===== src/pwss_pkg.sv =====
// package for the priority work stealing scheduler
package pwss_pkg;

    localparam int NUM_WORKERS_DEF    = 4;
    localparam int LIST_DEPTH_DEF     = 16;
    localparam int NUM_PRIORITIES_DEF = 3;

    localparam int TAG_W  = 16;
    localparam int KIND_W = 1;
    localparam int WRK_W  = 3;
    localparam int PRI_W  = 2;
    localparam int SRC_W  = 2;
    localparam int VIC_W  = 2;
    localparam int CFG_W  = 3;

    localparam logic KIND_PUSH = 1'b0;
    localparam logic KIND_TAKE = 1'b1;

    localparam logic [SRC_W-1:0] SRC_OWN    = 2'd0;
    localparam logic [SRC_W-1:0] SRC_GLOBAL = 2'd1;
    localparam logic [SRC_W-1:0] SRC_STOLEN = 2'd2;

    typedef enum logic [2:0] {
        ST_IDLE,
        ST_SCAN,
        ST_READ,
        ST_DONE
    } state_t;

endpackage


===== src/pwss_ram.sv =====
// generic single port ram with registered read
module pwss_ram #(
    parameter int WIDTH = 16,
    parameter int DEPTH = 256
) (
    input  logic                     clk,
    input  logic                     we,
    input  logic [$clog2(DEPTH)-1:0] addr,
    input  logic [WIDTH-1:0]         wdata,
    output logic [WIDTH-1:0]         rdata
);

    logic [WIDTH-1:0] mem [DEPTH];

    // write or registered read
    always_ff @(posedge clk)
    begin
        if (we)
        begin
            mem[addr] <= wdata;
        end
        rdata <= mem[addr];
    end

endmodule


===== src/priority_work_stealing_scheduler.sv =====
// top level of the priority work stealing scheduler
//
//  channel | signals                              | direction
//  --------+--------------------------------------+----------
//  input   | in_valid in_ready + request fields   | in
//  output  | out_valid out_ready + result fields  | out
//  config  | cfg_valid cfg_ready cfg_data         | in
//
// a push steps through idle/accept, scan with the tag write, then result
// a take probes sets in turn (own when the worker is in use, global, then up to
// workers_in_use victims), and reads the tag when a task is found
// the set scan walks list counts held in flip-flops; tags sit in one ram
// reset clears all list heads and counts at once; tags are undefined until written
// a stalled result holds in the output register while out_ready is low;
// no request is taken meanwhile
module priority_work_stealing_scheduler #(
    parameter int NUM_WORKERS    = pwss_pkg::NUM_WORKERS_DEF,
    parameter int LIST_DEPTH     = pwss_pkg::LIST_DEPTH_DEF,
    parameter int NUM_PRIORITIES = pwss_pkg::NUM_PRIORITIES_DEF
) (
    input  logic                        clk,
    input  logic                        rst_n,
    input  logic                        in_valid,
    output logic                        in_ready,
    input  logic [pwss_pkg::KIND_W-1:0] kind,
    input  logic [pwss_pkg::WRK_W-1:0]  worker,
    input  logic [pwss_pkg::PRI_W-1:0]  priority_req,
    input  logic [pwss_pkg::TAG_W-1:0]  task_tag,
    output logic                        out_valid,
    input  logic                        out_ready,
    output logic                        granted,
    output logic                        dropped,
    output logic [pwss_pkg::TAG_W-1:0]  task_out,
    output logic [pwss_pkg::PRI_W-1:0]  prio_out,
    output logic [pwss_pkg::SRC_W-1:0]  source,
    output logic [pwss_pkg::VIC_W-1:0]  victim,
    input  logic                        cfg_valid,
    output logic                        cfg_ready,
    input  logic [pwss_pkg::CFG_W-1:0]  cfg_data
);
    import pwss_pkg::*;

    localparam int NUM_SETS  = NUM_WORKERS + 1;
    localparam int NUM_LISTS = NUM_SETS * NUM_PRIORITIES;
    localparam int SET_W     = $clog2(NUM_SETS);
    localparam int LIST_W    = $clog2(NUM_LISTS);
    localparam int POS_W     = $clog2(LIST_DEPTH);
    localparam int CNT_W     = $clog2(LIST_DEPTH + 1);
    localparam int ADDR_W    = $clog2(NUM_LISTS * LIST_DEPTH);
    localparam int PI_W      = (NUM_PRIORITIES > 1) ? $clog2(NUM_PRIORITIES) : 1;
    localparam int WCNT_W    = $clog2(NUM_WORKERS + 1);
    localparam logic [SET_W-1:0] GLOBAL_SET = SET_W'(NUM_WORKERS);

    // list bookkeeping in flip-flops
    logic [POS_W-1:0] head_reg  [NUM_LISTS];
    logic [CNT_W-1:0] count_reg [NUM_LISTS];
    logic [CFG_W-1:0] wiu_reg;

    state_t state_reg, state_next;
    logic             kind_reg;
    logic [SET_W-1:0] req_set_reg;
    logic             local_reg;
    logic [PI_W-1:0]  prio_reg;
    logic [TAG_W-1:0] tag_reg;
    // scan phase: 0 own, 1 global, 2 steal
    logic [1:0]       phase_reg;
    logic [SET_W-1:0] probe_reg;
    logic [WCNT_W-1:0] steps_reg;

    logic             granted_reg, dropped_reg;
    logic [PRI_W-1:0] prio_out_reg;
    logic [SRC_W-1:0] source_reg;
    logic [VIC_W-1:0] victim_reg;

    logic [WCNT_W-1:0] n_act;
    logic              ram_we;
    logic [ADDR_W-1:0] ram_addr;
    logic [TAG_W-1:0]  ram_rdata;
    logic [TAG_W-1:0]  ram_rdata_hold;

    // effective worker count
    always_comb
    begin
        if (wiu_reg == '0)
            n_act = WCNT_W'(1);
        else if (32'(wiu_reg) > NUM_WORKERS)
            n_act = WCNT_W'(NUM_WORKERS);
        else
            n_act = WCNT_W'(wiu_reg);
    end

    // priority scan of the probed set
    logic             set_hit;
    logic [PI_W-1:0]  set_prio;
    always_comb
    begin
        set_hit  = 1'b0;
        set_prio = '0;
        for (int p = NUM_PRIORITIES - 1; p >= 0; p--)
        begin
            if (count_reg[LIST_W'(32'(probe_reg) * NUM_PRIORITIES + p)] != '0)
            begin
                set_hit  = 1'b1;
                set_prio = PI_W'(p);
            end
        end
    end

    logic [LIST_W-1:0] probe_list;
    assign probe_list = LIST_W'(32'(probe_reg) * NUM_PRIORITIES + 32'(set_prio));

    logic [LIST_W-1:0] push_list;
    assign push_list = LIST_W'(32'(req_set_reg) * NUM_PRIORITIES + 32'(prio_reg));

    logic push_full;
    assign push_full = (32'(count_reg[push_list]) >= LIST_DEPTH);

    // next rotated victim
    logic [SET_W-1:0] probe_inc;
    always_comb
    begin
        if (32'(probe_reg) + 1 >= 32'(n_act))
            probe_inc = '0;
        else
            probe_inc = probe_reg + SET_W'(1);
    end

    // tail and back positions before wrapping
    logic [31:0] push_sum, back_sum;
    assign push_sum = 32'(head_reg[push_list]) + 32'(count_reg[push_list]);
    assign back_sum = 32'(head_reg[probe_list]) + 32'(count_reg[probe_list]) - 32'd1;

    // ram address of the list slot in use
    logic [POS_W-1:0] slot_pos;
    always_comb
    begin
        if (kind_reg == KIND_PUSH)
            slot_pos = (push_sum >= 32'(LIST_DEPTH)) ? POS_W'(push_sum - 32'(LIST_DEPTH))
                                                     : POS_W'(push_sum);
        else if (phase_reg == 2'd2)
            slot_pos = (back_sum >= 32'(LIST_DEPTH)) ? POS_W'(back_sum - 32'(LIST_DEPTH))
                                                     : POS_W'(back_sum);
        else
            slot_pos = head_reg[probe_list];
    end

    logic [LIST_W-1:0] slot_list;
    assign slot_list = (kind_reg == KIND_PUSH) ? push_list : probe_list;
    assign ram_addr  = ADDR_W'(32'(slot_list) * LIST_DEPTH + 32'(slot_pos));
    assign ram_we    = (state_reg == ST_SCAN) && (kind_reg == KIND_PUSH) && !push_full;

    pwss_ram #(.WIDTH(TAG_W), .DEPTH(NUM_LISTS * LIST_DEPTH)) u_ram (
        .clk   (clk),
        .we    (ram_we),
        .addr  (ram_addr),
        .wdata (tag_reg),
        .rdata (ram_rdata)
    );

    logic scan_end;
    assign scan_end = (phase_reg == 2'd2) && (32'(steps_reg) + 1 >= 32'(n_act));

    // next state
    always_comb
    begin
        state_next = state_reg;
        case (state_reg)
            ST_IDLE:
                if (in_valid) state_next = ST_SCAN;
            ST_SCAN:
                if (kind_reg == KIND_PUSH) state_next = ST_DONE;
                else if (set_hit) state_next = ST_READ;
                else if (scan_end) state_next = ST_DONE;
            ST_READ:
                state_next = ST_DONE;
            ST_DONE:
                if (out_ready) state_next = ST_IDLE;
            default:
                state_next = ST_IDLE;
        endcase
    end

    // handshake outputs
    always_comb
    begin
        in_ready  = (state_reg == ST_IDLE);
        out_valid = (state_reg == ST_DONE);
        cfg_ready = (state_reg == ST_IDLE);
    end

    // sequencer and list updates
    always_ff @(posedge clk or negedge rst_n)
    begin
        if (!rst_n)
        begin
            state_reg <= ST_IDLE;
            wiu_reg   <= CFG_W'(NUM_WORKERS);
            for (int l = 0; l < NUM_LISTS; l++)
            begin
                head_reg[l]  <= '0;
                count_reg[l] <= '0;
            end
            granted_reg <= 1'b0;
            dropped_reg <= 1'b0;
        end
        else
        begin
            state_reg <= state_next;
            if (cfg_valid && cfg_ready)
                wiu_reg <= cfg_data;
            case (state_reg)
                ST_IDLE:
                    if (in_valid)
                    begin
                        granted_reg <= 1'b0;
                        dropped_reg <= 1'b0;
                        prio_out_reg <= '0;
                        source_reg  <= SRC_OWN;
                        victim_reg  <= '0;
                        steps_reg   <= '0;
                        if (32'(priority_req) >= NUM_PRIORITIES)
                            prio_reg <= PI_W'(NUM_PRIORITIES - 1);
                        else
                            prio_reg <= PI_W'(priority_req);
                        if (32'(worker) < 32'(n_act))
                        begin
                            local_reg   <= 1'b1;
                            req_set_reg <= SET_W'(worker);
                            probe_reg   <= SET_W'(worker);
                            phase_reg   <= 2'd0;
                        end
                        else
                        begin
                            local_reg   <= 1'b0;
                            req_set_reg <= GLOBAL_SET;
                            probe_reg   <= GLOBAL_SET;
                            phase_reg   <= 2'd1;
                        end
                    end
                ST_SCAN:
                    if (kind_reg == KIND_PUSH)
                    begin
                        prio_out_reg <= PRI_W'(prio_reg);
                        if (push_full)
                            dropped_reg <= 1'b1;
                        else
                        begin
                            granted_reg <= 1'b1;
                            count_reg[push_list] <= count_reg[push_list] + CNT_W'(1);
                        end
                    end
                    else if (set_hit)
                    begin
                        granted_reg  <= 1'b1;
                        prio_out_reg <= PRI_W'(set_prio);
                        count_reg[probe_list] <= count_reg[probe_list] - CNT_W'(1);
                        if (phase_reg != 2'd2)
                            head_reg[probe_list] <=
                                (32'(head_reg[probe_list]) + 1 >= 32'(LIST_DEPTH)) ? '0 :
                                head_reg[probe_list] + POS_W'(1);
                        source_reg <= (phase_reg == 2'd0) ? SRC_OWN :
                                      (phase_reg == 2'd1) ? SRC_GLOBAL : SRC_STOLEN;
                        victim_reg <= (phase_reg == 2'd2) ? VIC_W'(probe_reg) : '0;
                    end
                    else if (phase_reg == 2'd0)
                    begin
                        phase_reg <= 2'd1;
                        probe_reg <= GLOBAL_SET;
                    end
                    else if (phase_reg == 2'd1)
                    begin
                        phase_reg <= 2'd2;
                        if (local_reg)
                        begin
                            if (32'(req_set_reg) + 1 >= 32'(n_act))
                                probe_reg <= '0;
                            else
                                probe_reg <= req_set_reg + SET_W'(1);
                        end
                        else
                            probe_reg <= '0;
                    end
                    else
                    begin
                        probe_reg <= probe_inc;
                        steps_reg <= steps_reg + WCNT_W'(1);
                    end
                default:
                    ;
            endcase
        end
    end

    // request payload capture
    always_ff @(posedge clk)
    begin
        if (state_reg == ST_IDLE && in_valid)
        begin
            kind_reg <= kind;
            tag_reg  <= task_tag;
        end
    end

    // hold the tag read from ram
    always_ff @(posedge clk)
    begin
        if (state_reg == ST_READ)
            ram_rdata_hold <= ram_rdata;
    end

    assign granted  = granted_reg;
    assign dropped  = dropped_reg;
    assign task_out = (kind_reg == KIND_TAKE && granted_reg) ? ram_rdata_hold : '0;
    assign prio_out = prio_out_reg;
    assign source   = source_reg;
    assign victim   = victim_reg;

`ifndef SYNTHESIS
    // a push never both grants and drops
    assert property (@(posedge clk) disable iff (!rst_n)
        out_valid |-> !(granted && dropped))
        else $error("granted and dropped together");
    // result holds while stalled
    assert property (@(posedge clk) disable iff (!rst_n)
        out_valid && !out_ready |=> out_valid && $stable(task_out) && $stable(granted))
        else $error("result changed under stall");
    // no request taken while a result waits
    assert property (@(posedge clk) disable iff (!rst_n)
        out_valid |-> !in_ready)
        else $error("request taken with result pending");
    // a failed take reports all zero
    assert property (@(posedge clk) disable iff (!rst_n)
        out_valid && !granted && !dropped |-> source == SRC_OWN && victim == '0)
        else $error("failed take has nonzero fields");
`endif

endmodule

===== config.mk =====
export PLATFORM = sky130hd
export DESIGN_NAME = priority_work_stealing_scheduler
export DESIGN_NICKNAME = d
export VERILOG_FILES = /design/src/pwss_pkg.sv /design/src/pwss_ram.sv /design/src/priority_work_stealing_scheduler.sv
export SDC_FILE = /design/constraint.sdc
export NUM_CORES = 2
export LEC_CHECK = 0
export BUFFER_PORTS_ARGS = -buffer_cell sky130_fd_sc_hd__buf_2
export CAP_MARGIN = 20
export CORE_ASPECT_RATIO = 1.5
export CORE_MARGIN = 1.5
export CORE_UTILIZATION = 40
export CTS_BUF_LIST = sky130_fd_sc_hd__clkbuf_2 sky130_fd_sc_hd__clkbuf_4 sky130_fd_sc_hd__clkbuf_8
export CTS_CLUSTER_DIAMETER = 120
export DETAILED_ROUTE_END_ITERATION = 12
export GPL_TIMING_DRIVEN = 0
export PLACE_DENSITY = 0.52
export SETUP_SLACK_MARGIN = 0.02
export SYNTH_ARGS = -nofsm -noshare
export SYNTH_HDL_FRONTEND = slang
export SYNTH_HIERARCHICAL = 1
export SYNTH_SLANG_ARGS = --single-unit

===== constraint.sdc =====
create_clock -name clk -period 13.2 [get_ports clk]
set_clock_uncertainty 0.15 [all_clocks]
set_input_delay 1.98 -clock clk [delete_from_list [all_inputs] [get_ports clk]]
set_output_delay 1.98 -clock clk [all_outputs]
set_load 0.01 [all_outputs]

# After elaboration in Yosys (flattened, before gate mapping)
# Memory sizes are Yosys's and may differ from the RTL's. A register that Yosys moved wholly into a read port is not among the register bits.
# Index checks and enable logic that the tools add are counted.
[word_totals]
memories = 1
output_inout_bits = 27
wordCells = 241
in_bits = 30
mem_bits_rw = 3840
register_bits = 196
[classes]
n_eq_ne = 21
mux = 101
bitwise = 6
n_mul = 2
n_reduce_logical = 27
magnitude_cmp = 17
addsub = 20
[mem_list]
columns = ["name", "depth", "word_bits", "rd", "rd_clocked_by_memory_dff", "write_ports", "line_no", "rtl"]
rows = [
  ["u_ram.mem", 240, 16, 1, 1, 1, "pwss_ram.sv:13", "logic [WIDTH-1:0] mem [DEPTH];"],
]
[ops]
columns = ["operator", "count"]
rows = [
  ["$mux 75", 3],
  ["$bwmux 75", 2],
  ["$bmux 5 s4", 5],
  ["$mux 3", 21],
  ["$bwmux 60", 1],
  ["$mux 5", 12],
  ["$mux 4", 11],
  ["$demux 5 s4", 2],
  ["$mux 2", 18],
  ["$ge 5x5->1 const B", 7],
  ["$bmux 4 s4", 2],
  ["$ge 32x5->1 const B", 1],
  ["$not 4->5", 5],
  ["$ne 2x2->1 const B", 10],
  ["$demux 4 s4", 1],
  ["$mux 16", 1],
  ["$pmux 2 s2", 4],
  ["$reduce_and 4->1", 4],
  ["$reduce_bool 5->1", 3],
  ["$mux 1", 13],
  ["$add 3x1->4 const B", 3],
  ["$add 4x5->6", 2],
  ["$ge 4x3->1", 3],
  ["$pmux 3 s2", 2],
  ["other kinds (36)", 58],
]

# Longest topological paths before layout
[logic_depth]
depth_word = 22
mapped_depth = 44

# By module
# The synthesis kept the hierarchy.
[modules_own_cells]
columns = ["module", "seq_area_each_um2", "area_each_um2", "n_inst", "cells_each"]
rows = [
  ["pwss_ram", 115630.9, 147088.6, 1, 6320],
  ["priority_work_stealing_scheduler", 5146.2, 12563.3, 1, 1240],
]

# Least setup slack after synthesis
# OpenSTA, ideal clock, no wires.
[synth_path]
path_type = "register to register"
start = "reg probe_reg[0]"
end = "mem u_ram.mem[140][0] (enable)"
n_path_buf = 12
t_arrival_ns = 9.720
setup_slack_ns = 2.921
stages_incl_launch_ff = 40
setup_time_ns = 0.409
cell_sequence = "edfxtp_1 ha_1 inv_1 fa_1 xor2_2 o31ai_1 or4_1 a211oi_2 o221ai_1 nor2_2 nor2_1 nor2_1 ha_1 clkbuf_1 buf_1 clkbuf_1 buf_2 mux2i_1 [... 4 more ...] inv_1 ha_1 inv_1 ha_1 fa_1 xnor2_1 xnor2_1 a21bo_2 a31oi_1 buf_2 buf_2 buf_2 buf_2 buf_2 buf_2 nand2_1 clkbuf_1 nor3_1"
[synth_via]
elab_chain_cells = 22
word_cells_on_any_way = 38
classes_between = "add/sub: 7; mul: 1; order compare: 1; mux: 22; bitwise: 4; reduce/logical: 3"
[synth_lines]
columns = ["item", "line_no", "rtl"]
rows = [
  ["start: declaration", "priority_work_stealing_scheduler.sv:67", "logic [SET_W-1:0] probe_reg;"],
  ["start signal: assignment", "priority_work_stealing_scheduler.sv:229", "probe_reg <= SET_W'(worker);"],
  ["start signal: assignment", "priority_work_stealing_scheduler.sv:278", "probe_reg <= req_set_reg + SET_W'(1);"],
  ["start signal: assignment", "priority_work_stealing_scheduler.sv:285", "probe_reg <= probe_inc;"],
  ["$mul 3x2->4 (*)", "priority_work_stealing_scheduler.sv:101, priority_work_stealing_scheduler.sv:110", ""],
  ["$add 4x2->4", "priority_work_stealing_scheduler.sv:101", "if (count_reg[LIST_W'(32'(probe_reg) * NUM_PRIORITIES + p)] != '0)"],
  ["$not 4->5 (not written as such)", "priority_work_stealing_scheduler.sv:101", ""],
  ["$bmux 5 s4", "priority_work_stealing_scheduler.sv:101", ""],
  ["$mux 5 (not written as such) (2 in a row)", "priority_work_stealing_scheduler.sv:101", ""],
  ["$reduce_bool 5->1", "priority_work_stealing_scheduler.sv:101", ""],
  ["$mux 2 (3 in a row)", "priority_work_stealing_scheduler.sv:101", ""],
  ["$add 4x2->4 (*)", "priority_work_stealing_scheduler.sv:110", "assign probe_list = LIST_W'(32'(probe_reg) * NUM_PRIORITIES + 32'(set_prio));"],
  ["[... 4 more ...]", "-", ""],
  ["$add 4x5->6", "priority_work_stealing_scheduler.sv:131", "assign back_sum = 32'(head_reg[probe_list]) + 32'(count_reg[probe_list]) - 32'd1;"],
  ["$sub 6x1->7", "priority_work_stealing_scheduler.sv:131", ""],
  ["$ge 32x5->1 / $sub 4x1->4 (equally long branches)", "priority_work_stealing_scheduler.sv:141", "slot_pos = (back_sum >= 32'(LIST_DEPTH)) ? POS_W'(back_sum - 32'(LIST_DEPTH))"],
  ["$mux 4", "priority_work_stealing_scheduler.sv:141", ""],
  ["$mux 4 (*)", "priority_work_stealing_scheduler.sv:140", "else if (phase_reg == 2'd2)"],
  ["$mux 4 (*)", "priority_work_stealing_scheduler.sv:137", "if (kind_reg == KIND_PUSH)"],
  ["$add 8x4->8 (*)", "priority_work_stealing_scheduler.sv:149", "assign ram_addr = ADDR_W'(32'(slot_list) * LIST_DEPTH + 32'(slot_pos));"],
  ["named net ram_addr[3]", "priority_work_stealing_scheduler.sv:77", "logic [ADDR_W-1:0] ram_addr;"],
  ["end: declaration", "pwss_ram.sv:13", ""],
]
# Mark *: on every way through the listed nets, which the timed path passes. The rest lies on a longest branch. The select of a mux whose other input is x is not followed.

# Worst setup path after layout
[layout_path]
start = "reg probe_reg[0]"
end = "mem u_ram.mem[116][7] (enable)"
# The elaborated chain is that of the path after synthesis.

==> metrics <==
status finished clean; clk root buf clkbuf_8; compound-gate portion of the synthesized area 0.03129; Synth Area in Adders 0.003566; Max-Cap Viols 0; Post-Syn Area per Cell 21.12 um^2; final design utilization 0.4742; Critical Path RT 13.87 ns; # IOs 57; H-tree levels 6; fill cell count 32940; first-pass GRT wire length 733900 um; IO buf count 56; critical path arrival 13.72 ns; Warnings, synthesis 6; most used cell, CP buf_2; Yosys cell types 90; TritonCTS clock tree built; Initial Util 0.4012; Largest register FFs 3840; WL/cell 37.33 um; area leader, netlist edfxtp_1; core area 398000 um^2; CTS buffer count 609; CTS Hold Bufs 0; final setup vio count 0; Worst Max-Slew Pin Slew 1.263 ns; Synth Area in XOR/XNOR 0.001724; most frequent cells after synthesis edfxtp_1 (3893), mux4_2 (1086), nor2_1 (376); DRT antenna net count 0; critical path class reg2reg; EDFF count, synth 3893; asr flop ratio synth 0.03505; Hold Path Class reg2reg; Slew Limit Fails 0; chip width 518.8 um; via/cell ratio 5.912; Critical-path top delay cell buf_2; number of global-route vias before repair 88240; P&R area growth vs syn 18.22%; detailed placer's ending HPWL 393100 um; full die area 403000 um^2; gr usage total 0.2658; Primary FF master, synth edfxtp_1; area of the multi-input gates 37430 um^2; share of cells above drive strength 1 0.3483; Rel. slew slack 0.1579; Post-Synthesis Cells 7560; gp weighted congestion 0.9378; crit-path max cell delay 0.76 ns; Crit. End Element flip-flop; CTS clock-pin slew for the worst setup and hold paths 0.06 ns; post-synthesis sequential area ratio 0.7565; min Tclk post-route 13.05 ns; DRC violations left 0; GRT overflow 0; post-synth top area share 0.7322; clk_lat worst skew 1.13 ns; initial antenna violation count 26; CTS Buffer Depth 4; mapped cell area 159700 um^2; number of detailed-route iterations in the first pass 7; Die Y 776.8 um; Final Hold Fails 0; pin count of the biggest net entering global routing 84; # clock sinks 4051; vias 85470; Synth area leaders edfxtp_1 (73%), mux4_2 (15%), dfrtp_1 (2.2%); startpoint types flip-flop; syn nets 7630; WL final 539800 um; Crit Path Max Fanout 12; Nets 8759; mux cell area share after synthesis 0.1639; largest family of logic cells by synthesized area multiplexers; # rows 284; fmax 76.62 MHz; count leader, synth edfxtp_1; final hold slack 0.2526 ns; Starting DRT DRC Count 9978; Post-Synth Simple-Gate Area 0.02798; Sequential Area 120800 um^2; Tcrit/Tclk final 0.9888; flops & latches, synth 4051
==> cell usage in the layout (no fill, tap or decap), types with 31 or more instances in the layout <==
| cell | netlist | routed |
|---|---|---|
| clkbuf_4 | 0 | 190 |
| ha_1 | 35 | 34 |
| nor3_1 | 76 | 33 |
| o21ai_0 | 116 | 115 |
| clkbuf_1 | 177 | 155 |
| buf_1 | 39 | 31 |
| o22ai_1 | 111 | 111 |
| mux2_2 | 52 | 52 |
| nor2_1 | 376 | 174 |
| edfxtp_1 | 3893 | 3893 |
| buf_6 | 22 | 81 |
| dfrtp_1 | 141 | 141 |
| clkinv_1 | 1 | 122 |
| buf_4 | 45 | 81 |
| buf_8 | 0 | 173 |
| buf_2 | 174 | 208 |
| a22oi_1 | 166 | 166 |
| nand2_1 | 305 | 305 |
| clkinv_2 | 0 | 76 |
| o221ai_1 | 55 | 55 |
| clkbuf_8 | 0 | 633 |
| a21oi_1 | 54 | 54 |
| buf_16 | 0 | 207 |
| inv_1 | 33 | 33 |
| mux4_2 | 1086 | 1086 |
| nor2_2 | 2 | 191 |
| mux2i_1 | 112 | 111 |
| nand3_1 | 67 | 64 |
==> worst paths after layout <==
check / startpoint / to / slack [ns] / depth (start not counted)
max: probe_reg[0] / u_ram/mem[116][7] / 0.15 / 39
max in group asynchronous: rst_n / count_reg[54] / 11.28 / 2
min: u_ram/rdata[14] / ram_rdata_hold[14] / 0.25 / 0
min reg2reg: u_ram/rdata[14] / ram_rdata_hold[14] / 0.25 / 0
max reg2reg: probe_reg[0] / u_ram/mem[116][7] / 0.15 / 39
min in group asynchronous: rst_n / state_reg[0] / 0.64 / 1
==> worst max-delay path, delay by kind of cell, from the launching register on <==
| family | cells | cell delay [ns] |
|---|---|---|
| adders and majority gates | 5 | 1.69 |
| muxes | 1 | 0.13 |
| xor gates and xnor gates | 1 | 0.34 |
| DFF | 1 | 0.59 |
| and+or+nand+nor | 7 | 1.94 |
| buffers and inverters | 17 | 5.83 |
| AOI/OAI and AO/OA | 8 | 1.95 |
==> routing by layer <==
metal  vias to the layer above  wire length [um]  track usage
met5                         -                 0            0
met3                      1152             34000      0.04166
li1                      34140                 -            -
met1                     46280            188000       0.3050
met4                         0             39400       0.1665
met2                      3895            278300       0.4648
==> through the flow <==
step	cell area (um^2)	TNS, ns	worst slack (ns)	instances
floorplan	159700	0	2.921	7560
global placement	166600	-	-4.906	12910
detailed placement	176400	-5366.22	-2.662	13360
CTS	188500	0	0.02860	14440
global route	188700	-0.02586	-0.008600	14440
finish	188700	0	0.1484	14460
==> timing repair <==
action                                  in CTS  in global routing
pin swaps                                    8                  1
buffers inserted                            12                  0
gates resized for setup                     58                 44
endpoints found under the setup margin    3828               1399
==> area by class of cell <==
| cell class | instances | share of cell area |
|---|---|---|
| inverter | 35 | 0.0006961 |
| antenna | 19 | 0.0002519 |
| clock buffer | 814 | 0.05336 |
| buffer | 454 | 0.01261 |
| multi-input combinational | 3016 | 0.1983 |
| tap | 5291 | 0.03508 |
| sequential | 4051 | 0.6399 |
| clock inverter | 256 | 0.009169 |
| timing repair buffer | 522 | 0.05060 |
==> logic make-up after synthesis <==
family | Yosys count
DFF | 4051
muxes | 1250
and+or+nand+nor | 1003
AOI/OAI and AO/OA | 692
buffers and inverters | 493
adders and majority gates | 43
xor gates and xnor gates | 28
Power is not shown: default switching activity piles up to over one toggle a cycle in this logic, so the estimate is an artifact.
